$ cat config.mk
export PLATFORM = sky130hd
export DESIGN_NAME = aabb_all_pairs_collision_table
export DESIGN_NICKNAME = d
export VERILOG_FILES = /design/src/design/aabbct_pkg.sv /design/src/design/aabbct_ctrl.sv /design/src/design/aabbct_datapath.sv /design/src/design/aabb_all_pairs_collision_table.sv
export SDC_FILE = /design/constraint.sdc
export NUM_CORES = 2
export LEC_CHECK = 0
export BUFFER_PORTS_ARGS = -buffer_cell sky130_fd_sc_hd__buf_2
export CORE_UTILIZATION = 60
export DETAILED_ROUTE_END_ITERATION = 16
export PLACE_DENSITY = 0.8
export SYNTH_ARGS = -nofsm -noshare
export SYNTH_HDL_FRONTEND = slang
export SYNTH_SLANG_ARGS = --single-unit
$ cat constraint.sdc
create_clock -name clk -period 27.4 [get_ports clk]
set_clock_uncertainty 0.2 [all_clocks]
set_input_delay 5.48 -clock clk [delete_from_list [all_inputs] [get_ports clk]]
set_output_delay 5.48 -clock clk [all_outputs]
set_load 0.005 [all_outputs]
$ cat src/design/aabbct_pkg.sv
`timescale 1ns / 1ps

package aabbct_pkg;

  // operation codes
  localparam logic [1:0] OP_REGISTER   = 2'd0;
  localparam logic [1:0] OP_UNREGISTER = 2'd1;
  localparam logic [1:0] OP_CHECK      = 2'd2;

  // result kinds
  localparam logic [1:0] KIND_STATUS = 2'd0;
  localparam logic [1:0] KIND_PAIR   = 2'd1;
  localparam logic [1:0] KIND_DONE   = 2'd2;

  // status codes
  localparam logic [1:0] ST_OK        = 2'd0;
  localparam logic [1:0] ST_FULL      = 2'd1;
  localparam logic [1:0] ST_NOT_FOUND = 2'd2;

  // pair results per check
  localparam int RESULT_CAP = 29;
  localparam int N_W        = 5;

  localparam int IN_DATA_W  = 80;
  localparam int OUT_DATA_W = 32;

  typedef struct packed {
    logic [7:0]         id;
    logic [3:0]         type_code;
    logic signed [15:0] x;
    logic signed [15:0] y;
    logic [14:0]        w;
    logic [14:0]        h;
  } entry_t;

  typedef enum logic [1:0] {
    PUSH_NONE,
    PUSH_STATUS,
    PUSH_PAIR,
    PUSH_DONE
  } push_t;

  typedef struct packed {
    logic       rd_en;
    logic       we;
    logic       wr_src_mem;
    logic       item_ld;
    logic       pend_ld;
    push_t      push;
    logic [1:0] push_status;
    logic       push_last;
  } cmd_t;

  typedef struct packed {
    logic hit;
    logic id_match;
    logic out_free;
  } stat_t;

endpackage

$ cat src/design/aabbct_ctrl.sv
`timescale 1ns / 1ps

module aabbct_ctrl #(
  parameter int MAX_OBJECTS = 8
) (
  input  logic                             clk,
  input  logic                             rst_n,
  input  logic                             in_tvalid,
  input  logic [1:0]                       in_tuser,
  output logic                             in_tready,
  input  aabbct_pkg::stat_t                stat,
  output aabbct_pkg::cmd_t                 cmd,
  output logic [$clog2(MAX_OBJECTS)-1:0]   rd_a_addr,
  output logic [$clog2(MAX_OBJECTS)-1:0]   rd_b_addr,
  output logic [$clog2(MAX_OBJECTS)-1:0]   wr_addr
);

  localparam int AW = $clog2(MAX_OBJECTS);
  localparam int CW = $clog2(MAX_OBJECTS + 1);

  typedef enum logic [2:0] {
    S_IDLE,
    S_RESP,
    S_UN_RD,
    S_UN_CMP,
    S_SH_RD,
    S_SH_WR,
    S_CHK_RUN,
    S_CHK_END
  } state_t;

  state_t                      state_r, state_nxt;
  logic [CW-1:0]               count_r, count_nxt;
  logic [AW-1:0]               i_r, i_nxt;
  logic [AW-1:0]               j_r, j_nxt;
  logic [AW-1:0]               k_r, k_nxt;
  logic [1:0]                  st_r, st_nxt;
  logic                        iss_r, iss_nxt;
  logic                        stage_v_r, stage_v_nxt;
  logic                        pend_v_r, pend_v_nxt;
  logic [aabbct_pkg::N_W-1:0]  n_r, n_nxt;
  logic                        hit_ok;
  logic                        stall;
  logic                        last_k;

  assign in_tready = (state_r == S_IDLE);
  assign hit_ok    = stage_v_r & stat.hit &
                     (n_r < aabbct_pkg::N_W'(aabbct_pkg::RESULT_CAP));
  assign stall     = hit_ok & pend_v_r & ~stat.out_free;
  assign last_k    = ((CW'(k_r) + CW'(1)) == count_r);

  always_comb begin
    state_nxt   = state_r;
    count_nxt   = count_r;
    i_nxt       = i_r;
    j_nxt       = j_r;
    k_nxt       = k_r;
    st_nxt      = st_r;
    iss_nxt     = iss_r;
    stage_v_nxt = stage_v_r;
    pend_v_nxt  = pend_v_r;
    n_nxt       = n_r;
    cmd         = '0;
    cmd.push    = aabbct_pkg::PUSH_NONE;
    rd_a_addr   = i_r;
    rd_b_addr   = j_r;
    wr_addr     = count_r[AW-1:0];
    unique case (state_r)
      S_IDLE: begin
        if (in_tvalid) begin
          cmd.item_ld = 1'b1;
          unique case (in_tuser)
            aabbct_pkg::OP_REGISTER: begin
              state_nxt = S_RESP;
              if (count_r == CW'(MAX_OBJECTS)) begin
                st_nxt = aabbct_pkg::ST_FULL;
              end else begin
                cmd.we    = 1'b1;
                count_nxt = count_r + CW'(1);
                st_nxt    = aabbct_pkg::ST_OK;
              end
            end
            aabbct_pkg::OP_UNREGISTER: begin
              k_nxt = '0;
              if (count_r == '0) begin
                st_nxt    = aabbct_pkg::ST_NOT_FOUND;
                state_nxt = S_RESP;
              end else begin
                state_nxt = S_UN_RD;
              end
            end
            aabbct_pkg::OP_CHECK: begin
              i_nxt       = '0;
              j_nxt       = AW'(1);
              iss_nxt     = 1'b1;
              stage_v_nxt = 1'b0;
              pend_v_nxt  = 1'b0;
              n_nxt       = '0;
              state_nxt   = (count_r < CW'(2)) ? S_CHK_END : S_CHK_RUN;
            end
            default: begin
              state_nxt = S_IDLE;
            end
          endcase
        end
      end
      S_RESP: begin
        if (stat.out_free) begin
          cmd.push        = aabbct_pkg::PUSH_STATUS;
          cmd.push_status = st_r;
          cmd.push_last   = 1'b1;
          state_nxt       = S_IDLE;
        end
      end
      S_UN_RD: begin
        cmd.rd_en = 1'b1;
        rd_a_addr = k_r;
        state_nxt = S_UN_CMP;
      end
      S_UN_CMP: begin
        if (stat.id_match) begin
          if (last_k) begin
            count_nxt = count_r - CW'(1);
            st_nxt    = aabbct_pkg::ST_OK;
            state_nxt = S_RESP;
          end else begin
            state_nxt = S_SH_RD;
          end
        end else if (last_k) begin
          st_nxt    = aabbct_pkg::ST_NOT_FOUND;
          state_nxt = S_RESP;
        end else begin
          k_nxt     = k_r + AW'(1);
          state_nxt = S_UN_RD;
        end
      end
      S_SH_RD: begin
        cmd.rd_en = 1'b1;
        rd_a_addr = AW'(CW'(k_r) + CW'(1));
        state_nxt = S_SH_WR;
      end
      S_SH_WR: begin
        cmd.we         = 1'b1;
        cmd.wr_src_mem = 1'b1;
        wr_addr        = k_r;
        if ((CW'(k_r) + CW'(2)) == count_r) begin
          count_nxt = count_r - CW'(1);
          st_nxt    = aabbct_pkg::ST_OK;
          state_nxt = S_RESP;
        end else begin
          k_nxt     = k_r + AW'(1);
          state_nxt = S_SH_RD;
        end
      end
      S_CHK_RUN: begin
        if (!stall) begin
          cmd.rd_en   = iss_r;
          stage_v_nxt = iss_r;
          if (hit_ok) begin
            cmd.pend_ld = 1'b1;
            n_nxt       = n_r + aabbct_pkg::N_W'(1);
            pend_v_nxt  = 1'b1;
            if (pend_v_r) begin
              cmd.push = aabbct_pkg::PUSH_PAIR;
            end
          end
          if (iss_r) begin
            if ((CW'(j_r) + CW'(1)) == count_r) begin
              if ((CW'(i_r) + CW'(2)) == count_r) begin
                iss_nxt = 1'b0;
              end else begin
                i_nxt = i_r + AW'(1);
                j_nxt = AW'(CW'(i_r) + CW'(2));
              end
            end else begin
              j_nxt = j_r + AW'(1);
            end
          end else begin
            state_nxt = S_CHK_END;
          end
        end
      end
      S_CHK_END: begin
        if (stat.out_free) begin
          cmd.push      = pend_v_r ? aabbct_pkg::PUSH_PAIR : aabbct_pkg::PUSH_DONE;
          cmd.push_last = 1'b1;
          pend_v_nxt    = 1'b0;
          state_nxt     = S_IDLE;
        end
      end
      default: begin
        state_nxt = S_IDLE;
      end
    endcase
  end

  always_ff @(posedge clk) begin
    if (!rst_n) begin
      state_r   <= S_IDLE;
      count_r   <= '0;
      iss_r     <= 1'b0;
      stage_v_r <= 1'b0;
      pend_v_r  <= 1'b0;
      n_r       <= '0;
    end else begin
      state_r   <= state_nxt;
      count_r   <= count_nxt;
      iss_r     <= iss_nxt;
      stage_v_r <= stage_v_nxt;
      pend_v_r  <= pend_v_nxt;
      n_r       <= n_nxt;
    end
    i_r  <= i_nxt;
    j_r  <= j_nxt;
    k_r  <= k_nxt;
    st_r <= st_nxt;
  end

endmodule

$ cat src/design/aabbct_datapath.sv
`timescale 1ns / 1ps

module aabbct_datapath #(
  parameter int MAX_OBJECTS = 8
) (
  input  logic                                   clk,
  input  logic                                   rst_n,
  input  logic [aabbct_pkg::IN_DATA_W-1:0]       in_tdata,
  input  aabbct_pkg::cmd_t                       cmd,
  input  logic [$clog2(MAX_OBJECTS)-1:0]         rd_a_addr,
  input  logic [$clog2(MAX_OBJECTS)-1:0]         rd_b_addr,
  input  logic [$clog2(MAX_OBJECTS)-1:0]         wr_addr,
  output aabbct_pkg::stat_t                      stat,
  output logic                                   out_tvalid,
  input  logic                                   out_tready,
  output logic [aabbct_pkg::OUT_DATA_W-1:0]      out_tdata,
  output logic [1:0]                             out_tuser,
  output logic                                   out_tlast
);

  aabbct_pkg::entry_t mem [MAX_OBJECTS];
  aabbct_pkg::entry_t in_entry;
  aabbct_pkg::entry_t wr_data;
  aabbct_pkg::entry_t rd_a_r;
  aabbct_pkg::entry_t rd_b_r;

  logic [7:0]         item_id_r;
  logic [3:0]         item_type_r;
  logic [7:0]         pend_fid_r;
  logic [3:0]         pend_ftype_r;
  logic [7:0]         pend_sid_r;
  logic [3:0]         pend_stype_r;

  logic               out_valid_r, out_valid_nxt;
  logic [1:0]         out_kind_r;
  logic [1:0]         out_status_r;
  logic [7:0]         out_fid_r;
  logic [3:0]         out_ftype_r;
  logic [7:0]         out_sid_r;
  logic [3:0]         out_stype_r;
  logic               out_last_r;

  logic signed [16:0] ax_lo, ax_hi, ay_lo, ay_hi;
  logic signed [16:0] bx_lo, bx_hi, by_lo, by_hi;

  // tdata: object_id, type_code, pos_x, pos_y, size_w, size_h
  assign in_entry.id        = in_tdata[7:0];
  assign in_entry.type_code = in_tdata[11:8];
  assign in_entry.x         = in_tdata[27:12];
  assign in_entry.y         = in_tdata[43:28];
  assign in_entry.w         = in_tdata[58:44];
  assign in_entry.h         = in_tdata[73:59];

  assign wr_data = cmd.wr_src_mem ? rd_a_r : in_entry;

  always_ff @(posedge clk) begin
    if (cmd.we) begin
      mem[wr_addr] <= wr_data;
    end
    if (cmd.rd_en) begin
      rd_a_r <= mem[rd_a_addr];
      rd_b_r <= mem[rd_b_addr];
    end
  end

  // closed-interval overlap on both axes, 17-bit edges
  assign ax_lo = {rd_a_r.x[15], rd_a_r.x};
  assign ay_lo = {rd_a_r.y[15], rd_a_r.y};
  assign bx_lo = {rd_b_r.x[15], rd_b_r.x};
  assign by_lo = {rd_b_r.y[15], rd_b_r.y};
  assign ax_hi = ax_lo + $signed({2'b00, rd_a_r.w});
  assign ay_hi = ay_lo + $signed({2'b00, rd_a_r.h});
  assign bx_hi = bx_lo + $signed({2'b00, rd_b_r.w});
  assign by_hi = by_lo + $signed({2'b00, rd_b_r.h});

  assign stat.hit      = (ax_lo <= bx_hi) && (bx_lo <= ax_hi) &&
                         (ay_lo <= by_hi) && (by_lo <= ay_hi);
  assign stat.id_match = (rd_a_r.id == item_id_r);
  assign stat.out_free = ~out_valid_r | out_tready;

  always_ff @(posedge clk) begin
    if (cmd.item_ld) begin
      item_id_r   <= in_entry.id;
      item_type_r <= in_entry.type_code;
    end
    if (cmd.pend_ld) begin
      pend_fid_r   <= rd_a_r.id;
      pend_ftype_r <= rd_a_r.type_code;
      pend_sid_r   <= rd_b_r.id;
      pend_stype_r <= rd_b_r.type_code;
    end
  end

  always_comb begin
    out_valid_nxt = out_valid_r & ~out_tready;
    if (cmd.push != aabbct_pkg::PUSH_NONE) begin
      out_valid_nxt = 1'b1;
    end
  end

  always_ff @(posedge clk) begin
    if (!rst_n) begin
      out_valid_r <= 1'b0;
    end else begin
      out_valid_r <= out_valid_nxt;
    end
    unique case (cmd.push)
      aabbct_pkg::PUSH_STATUS: begin
        out_kind_r   <= aabbct_pkg::KIND_STATUS;
        out_status_r <= cmd.push_status;
        out_fid_r    <= item_id_r;
        out_ftype_r  <= item_type_r;
        out_sid_r    <= '0;
        out_stype_r  <= '0;
        out_last_r   <= 1'b1;
      end
      aabbct_pkg::PUSH_PAIR: begin
        out_kind_r   <= aabbct_pkg::KIND_PAIR;
        out_status_r <= aabbct_pkg::ST_OK;
        out_fid_r    <= pend_fid_r;
        out_ftype_r  <= pend_ftype_r;
        out_sid_r    <= pend_sid_r;
        out_stype_r  <= pend_stype_r;
        out_last_r   <= cmd.push_last;
      end
      aabbct_pkg::PUSH_DONE: begin
        out_kind_r   <= aabbct_pkg::KIND_DONE;
        out_status_r <= aabbct_pkg::ST_OK;
        out_fid_r    <= '0;
        out_ftype_r  <= '0;
        out_sid_r    <= '0;
        out_stype_r  <= '0;
        out_last_r   <= 1'b1;
      end
      aabbct_pkg::PUSH_NONE: begin
        out_kind_r <= out_kind_r;
      end
      default: begin
        out_kind_r <= out_kind_r;
      end
    endcase
  end

  assign out_tvalid = out_valid_r;
  assign out_tuser  = out_kind_r;
  assign out_tlast  = out_last_r;
  assign out_tdata  = {6'b0, out_stype_r, out_sid_r, out_ftype_r, out_fid_r, out_status_r};

endmodule

$ cat src/design/aabb_all_pairs_collision_table.sv
`timescale 1ns / 1ps

// channel | dir | beat fields
// in_     | in  | tuser: operation; tdata: object_id, type_code, pos_x, pos_y, size_w, size_h
// out_    | out | tuser: kind; tlast: last; tdata: status, first_id, first_type,
//         |     |   second_id, second_type
//
// register: the entry is written, then the status beat; unregister: a read and a compare
// per entry searched plus a read and a write per entry moved down, then the status beat.
// the single table read port pair sets this order. check: one pair per cycle unless stalled.
// a new beat is taken only once the previous item's last result is in the output register.
// out_tready low holds the pair scan when a further hit needs the output register.
// reset empties the table at once; no clearing pass.

module aabb_all_pairs_collision_table #(
  parameter int MAX_OBJECTS = 8
) (
  input  logic                              clk,
  input  logic                              rst_n,
  input  logic                              in_tvalid,
  output logic                              in_tready,
  // [7:0] object_id, [11:8] type_code, [27:12] pos_x, [43:28] pos_y,
  // [58:44] size_w, [73:59] size_h
  input  logic [aabbct_pkg::IN_DATA_W-1:0]  in_tdata,
  // [1:0] operation
  input  logic [1:0]                        in_tuser,
  output logic                              out_tvalid,
  input  logic                              out_tready,
  // [1:0] status, [9:2] first_id, [13:10] first_type, [21:14] second_id,
  // [25:22] second_type
  output logic [aabbct_pkg::OUT_DATA_W-1:0] out_tdata,
  // [1:0] kind
  output logic [1:0]                        out_tuser,
  output logic                              out_tlast
);

  localparam int AW = $clog2(MAX_OBJECTS);

  aabbct_pkg::cmd_t  cmd;
  aabbct_pkg::stat_t stat;
  logic [AW-1:0]     rd_a_addr;
  logic [AW-1:0]     rd_b_addr;
  logic [AW-1:0]     wr_addr;

  aabbct_ctrl #(
    .MAX_OBJECTS (MAX_OBJECTS)
  ) u_ctrl (
    .clk       (clk),
    .rst_n     (rst_n),
    .in_tvalid (in_tvalid),
    .in_tuser  (in_tuser),
    .in_tready (in_tready),
    .stat      (stat),
    .cmd       (cmd),
    .rd_a_addr (rd_a_addr),
    .rd_b_addr (rd_b_addr),
    .wr_addr   (wr_addr)
  );

  aabbct_datapath #(
    .MAX_OBJECTS (MAX_OBJECTS)
  ) u_datapath (
    .clk        (clk),
    .rst_n      (rst_n),
    .in_tdata   (in_tdata),
    .cmd        (cmd),
    .rd_a_addr  (rd_a_addr),
    .rd_b_addr  (rd_b_addr),
    .wr_addr    (wr_addr),
    .stat       (stat),
    .out_tvalid (out_tvalid),
    .out_tready (out_tready),
    .out_tdata  (out_tdata),
    .out_tuser  (out_tuser),
    .out_tlast  (out_tlast)
  );

  a_push_needs_room: assert property (@(posedge clk) disable iff (!rst_n)
    (cmd.push != aabbct_pkg::PUSH_NONE) |-> stat.out_free)
    else $error("result pushed into a full output register");

  a_write_in_range: assert property (@(posedge clk) disable iff (!rst_n)
    cmd.we |-> (int'(wr_addr) < MAX_OBJECTS))
    else $error("table write beyond last entry");

  a_busy_after_op: assert property (@(posedge clk) disable iff (!rst_n)
    (in_tvalid && in_tready && (in_tuser == aabbct_pkg::OP_REGISTER ||
     in_tuser == aabbct_pkg::OP_UNREGISTER || in_tuser == aabbct_pkg::OP_CHECK))
    |=> !in_tready)
    else $error("new beat taken while an item is in progress");

  a_pair_status_ok: assert property (@(posedge clk) disable iff (!rst_n)
    (out_tvalid && out_tuser != aabbct_pkg::KIND_STATUS) |->
    (out_tdata[1:0] == aabbct_pkg::ST_OK))
    else $error("pair or done result with nonzero status");

endmodule

# ---- Yosys cells after proc, flatten, opt, wreduce, memory -nomap -nowiden
# Memory sizes are Yosys's and may differ from the RTL's. A register that Yosys moved wholly into a read port is not among the register bits.
# Cells that the tools add are included.
dict set report word_totals {
  reg_bits 92
  ram_bits 592
  inputBits 86
  wordCells 222
  n_memories 1
}
# memory depth word_bits rd rd_clocked_by_memory_dff wr line_no
set memory_table {}
lappend memory_table {u_datapath.mem 8 74 2 2 1 aabbct_datapath.sv:21} ;# aabbct_pkg::entry_t mem [MAX_OBJECTS];
dict set report op_classes {
  addsub 14
  magnitude_cmp 6
  n_eq_ne 40
  n_mux 101
  bitwise_logic 9
  reduce_logical 27
}
# operator count
set ops {}
lappend ops {{3-bit 2-to-1 mux} 27}
lappend ops {{74-bit 2-to-1 mux} 1}
lappend ops {{16-bit by 16-bit adder with 17-bit output} 4}
lappend ops {{16-bit by 17-bit less-or-equal comparator with 1-bit output} 4}
lappend ops {{4-bit 2-to-1 mux} 7}
lappend ops {{1-bit 2-to-1 mux} 27}
lappend ops {{4-bit case mux with 3 select lines} 2}
lappend ops {{8-bit case mux with 3 select lines} 1}
lappend ops {{6-bit AND reduction} 4}
lappend ops {{2-bit 2-to-1 mux} 11}
lappend ops {{3-bit case mux with 7 select lines} 1}
lappend ops {{5-bit 2-to-1 mux} 4}
lappend ops {{2-bit by 1-bit inequality test with 1-bit output (second input constant)} 10}
lappend ops {{2-bit inequality test (second input constant)} 9}
lappend ops {{2-bit case mux with 3 select lines} 3}
lappend ops {{3-bit case mux with 2 select lines} 3}
lappend ops {{3-bit case mux with 3 select lines} 2}
lappend ops {{4-bit == test} 4}
lappend ops {{8-bit case mux with 2 select lines} 1}
lappend ops {{7-bit AND reduction} 2}
lappend ops {{3-bit == test (second input constant)} 4}
lappend ops {{1-bit case mux with 2 select lines} 6}
lappend ops {{5-bit case mux with 2 select lines} 1}
lappend ops {{3-bit by 1-bit adder with 3-bit output (second input constant)} 3}
lappend ops {{31 further kinds} 56}

# ---- Longest topological paths before layout
dict set report logic_depth {
  depth_word 14
  ltp_mapped 21
  depth_no_buf 20
}

# ---- Hierarchy
# From an unflattened synthesis, not the netlist that was laid out.
dict set report unflattened {
  cells_unflattened 2277
  hier_area_um2 40388.7
}
# module instances cells_each area_per_inst_um2 seq_area_each_um2
set by_module_without_submodules {}
lappend by_module_without_submodules {aabbct_datapath 1 2029 38286.7 24193.2}
lappend by_module_without_submodules {aabbct_ctrl 1 248 2102.0 630.6}

# ---- Worst setup path before layout
# Ideal clock, no wire load.
dict set report synth_timing {
  kind {input to register}
  startpoint {input out_tready}
  endpoint {register, netlist name u_datapath.ax_lo[0]}
  setup_time_ns 0.837
  t_arrival_ns 16.174
  required_time_ns 26.363
  setup_slack_ns 10.189
  cell_stages 6
  path_buffers 1
  cell_sequence {nor2b_1 > clkbuf_1 > and2_1 > nand4_1 > a21oi_1 > nor3_1}
}
# item line_no
set synth_lines {}
lappend synth_lines {{from (decl)} aabb_all_pairs_collision_table.sv:28} ;# input logic out_tready,

# ---- Final worst setup path
dict set report layout_timing {
  startpoint {input in_tvalid}
  endpoint {memory u_datapath.mem[5][21] (netlist bit) (enable)}
}
dict set report layout_between {
  elab_chain_cells 4
}
# item line_no
set layout_rtl {}
lappend layout_rtl {{from (decl)} aabb_all_pairs_collision_table.sv:20} ;# input logic in_tvalid,
lappend layout_rtl {{1-bit 2-to-1 mux} aabbct_ctrl.sv:70} ;# if (in_tvalid) begin
lappend layout_rtl {{1-bit case mux with 2 select lines} aabbct_ctrl.sv:68} ;# unique case (state_r)
lappend layout_rtl {{1-bit 2-to-1 mux} aabbct_datapath.sv:57} ;# if (cmd.we) begin
lappend layout_rtl {{1-bit 2-to-1 mux (implied by the code)} aabbct_datapath.sv:58} ;# mem[wr_addr] <= wr_data;
lappend layout_rtl {{to (decl)} aabbct_datapath.sv:21}
# Every way passes these cells.

==> results.md <==
- Outcome: completed
- Hold Vio Cnt, Final: 0
- Final cell count without fillers: 3356
- Hold path startpoint: u_datapath.rd_b_r[65]$_DFFE_PP_
- Cells on worst reg2reg path: 19
- H-tree lvl count: 3
- RR Endpoint: u_datapath.rd_b_r[9]$_DFFE_PP_
- Vias post-DR: 22700
- Drt drc: 0
- Relative slew margins: 21.93%
- Worst r2r src: u_datapath.ay_lo[1]$_DFFE_PP_
- # rows: 94
- Largest net degree at the start of global routing: 150
- TritonCTS buffer count: 83
- PortBufs: 110
- Fraction of registers with async set/reset: 0%
- Hold Path Stages: 0
- Initial Util: 61.13%
- Tmin final: 8560 ps
- Worst skew pair latency: 630 ps
- Largest family of logic cells by synthesized area: multiplexers
- Clock tree buffer depth: 3
- Max Freq: 0.1168 GHz
- Iteration-0 DRC count of the detailed router: 2366
- DP HPWL: 51.56 mm
- Count of final max-slew check failures: 0
- Cts repair resizes: 0
- Power per cell area: 120.0 nW/µm²
- Synth Area in Simple Gates: 3.845%
- Post-synthesis compound-gate area fraction: 3.938%
- Setup Total Neg Slack: 0 ps
- Post-route antenna net violation count: 0
- Reg-to-reg setup timing slack: 20460 ps
- Synth Area in Adders: 4.451%
- Post-CTS Hold Buffers: 0
- Area Growth Syn to Fin: 10.55%
- Setup bufs post-CTS: 0
- Multiplexer share of the synthesized area: 22.93%
- Sink Count: 832
- Dpl ws: 18130 ps
- CP required: 27450 ps
- DR vias/cell: 6.764
- Layout cells sized above 1: 32.18%
- # setup viols final: 0
- Initial antenna violation count: 0
- DR WL/cell: 27.09 µm
- Yosys warnings: 0
- Worst Setup Path Type: input port to register
- Hold Path Class: register to register
- Maxcap violations: 0
- Root Driver: clkbuf_16
- Element type at the critical path end: register
- Setup ws final: 18840 ps
- Distinct cells, synth: 70
- Placed cell count: 3210
- Post-synth EDFFs: 816
- Final layout net count: 2658
- Syn_area_per_cell: 17.51 µm²
- Crit Path Max Fanout: 52
- Cells after Synth: 2312
- TritonCTS clock tree: built
- Worst vdd ir: 0.0001191 V
- Vias in the first global route: 23390
- Reg clk slew, reported paths: 60 ps
- First-pass GRT wire length: 138.8 mm
- Core ar.: 66220 µm²
- Overflow left after global routing: 0
- DIE AREA: 68510 µm²
- Yosys reg bits: 832
- WL final: 90.91 mm
- Synthesized cell area: 40480 µm²
- Placed Instance Area: 42050 µm²
- Worst EP arrival: 8610 ps
- I/O pins: 123
- Die width: 261.7 µm
- Leak: 15.22 nW
- 1st-pass router iterations: 5
- Tcrit/Tclk final: 31.24%
- Startpoint types: input port
- Chip height: 261.7 µm
- Main synth FF type: edfxtp_1
- Gr usage total: 27.20%
- FILL cells: 4132
- ANT cells: 0
- Sequential-to-total area share from yosys stat: 61.32%
- RSZ-0062 raised after global routing: no
- GP Congestion: 0.8530
- Final Instance Area: 44750 µm²
- Worst slew pin tran: 1171 ps
- XOR/XNOR share of the synthesized area: 1.688%
- WHS Endpoint: u_datapath.pend_stype_r[3]$_DFFE_PP_
## flip-flops by register name, indices dropped and copies added, names as in the netlist, 5 cells and up
name	count
u_datapath.ay_lo	16
u_datapath.item_id_r	8
u_datapath.mem	592
u_datapath.pend_fid_r	8
u_datapath.out_sid_r	8
u_ctrl.n_r	5
u_datapath.rd_b_r	42
u_datapath.pend_sid_r	8
u_datapath.out_fid_r	8
u_datapath.bx_lo	16
u_datapath.rd_a_r	42
u_datapath.ax_lo	16
u_datapath.by_lo	16
## cells in the final DEF (no fill, tap or decap), types with 11 or more instances in the layout
cell type and count:
bufinv_16 12, inv_1 61, buf_4 28, nand2_1 68, edfxtp_1 816, a21oi_1 61, nand4_1 11, mux4_2 296
or3_1 11, nor2b_1 11, clkinv_1 17, ha_1 136, buf_2 110, nor3_1 30, a211oi_1 19, clkinv_2 17
and3_1 12, o21ai_0 59, mux2_2 217, mux2i_1 17, dfxtp_1 16, nand2b_1 14, nand3_1 37, xnor2_1 38
nor2_1 61, clkbuf_1 11, clkbuf_16 84, and2_1 19, a31oi_1 11, xor2_1 40, a21o_1 19
## layout make-up
type | instances | area (µm²) | share of cell area [%]
Clock buffer | 95 | 2143 | 4.789
Clock inverter | 51 | 556.8 | 1.244
Inverter | 61 | 229.0 | 0.5117
Multi-Input combinational cell | 1310 | 15060 | 33.64
Sequential cell | 832 | 24820 | 55.47
Tap cell | 864 | 1081 | 2.416
Timing Repair Buffer | 143 | 860.8 | 1.924
## where the power goes
| group | switching [W] | total, W | leakage (nW) | internal [W] |
|---|---|---|---|---|
| Sequential | 0.000149 | 0.00186 | 7.56 | 0.00172 |
| Combinational | 0.00128 | 0.00237 | 6.33 | 0.00108 |
| Clock | 0.000466 | 0.00114 | 1.32 | 0.000672 |
## worst max path at each step
stage,endpoint,cells past startpoint,startpoint,slack (ps)
2_1_floorplan,u_datapath.ax_lo[0]$_DFFE_PP_,6,out_tready,10190
4_1_cts,u_datapath.mem[5][50]$_DFFE_PP_,6,in_tvalid,18790
3_3_place_gp,u_datapath.mem[5][50]$_DFFE_PP_,6,in_tvalid,18160
5_1_grt,u_datapath.mem[5][21]$_DFFE_PP_,6,in_tvalid,18670
3_5_place_dp,u_datapath.mem[5][21]$_DFFE_PP_,6,in_tvalid,18130
6_report,u_datapath.mem[5][21]$_DFFE_PP_,6,in_tvalid,18840
## critical path: stages
cell and delay (ps):
buf_2 90, and2_1 680, nand2_1 240, a21o_1 370
nor2_4 810, buf_4 880
## layer usage
| metal | routed length [µm] | global-route usage [%] | vias up |
|---|---|---|---|
| li1 | - | - | 9690 |
| met4 | 1964 | 8.414 | 0 |
| met3 | 7031 | 4.263 | 140 |
| met1 | 35490 | 36.36 | 11790 |
| met2 | 46420 | 46.28 | 1076 |
| met5 | 0 | 0 | - |
## synth_stat cells (all sizes together), types with 6 or more instances
cell | number | share of area [%]
a211oi | 21 | 0.43
a21oi | 62 | 0.77
nor2b | 11 | 0.17
inv | 61 | 0.57
buf | 60 | 0.75
xor2 | 40 | 0.87
or2 | 7 | 0.11
o31ai | 9 | 0.17
nor2 | 69 | 0.64
clkbuf | 54 | 0.50
mux2i | 17 | 0.42
and3 | 12 | 0.19
mux4 | 296 | 16
nand3 | 37 | 0.46
a31oi | 11 | 0.17
mux2 | 217 | 6.0
o21ai | 62 | 0.77
ha | 136 | 4.2
and2 | 19 | 0.29
nand2 | 69 | 0.64
o21bai | 10 | 0.19
xnor2 | 38 | 0.82
o211ai | 9 | 0.17
o2111ai | 6 | 0.13
nand2b | 14 | 0.22
nor3 | 33 | 0.44
o21a | 6 | 0.11
a21o | 19 | 0.35
dfxtp | 16 | 0.79
edfxtp | 816 | 61
or3 | 11 | 0.17
nand4 | 12 | 0.22
## through the flow
stage | util, % | power, W | hold WS [ps]
after floorplan | - | 0.003644 | 200.3
after global placement | 63.50 | 0.004136 | 200.5
after detailed placement | 63.50 | 0.004215 | 205.4
after CTS | 67.58 | 0.005380 | 218.2
after global routing | 67.58 | 0.005677 | 222.6
final | 67.58 | 0.005368 | 218.2
## logic make-up after synthesis
group / Yosys count
flip-flops: 832
multiplexers: 530
AND/OR/NAND/NOR: 309
AO/OA/AOI/OAI: 246
buffers and inverters: 175
adder cells (fa/ha/maj): 141
XOR/XNOR: 78
other: 1
Power figures use the tool's default switching activity.
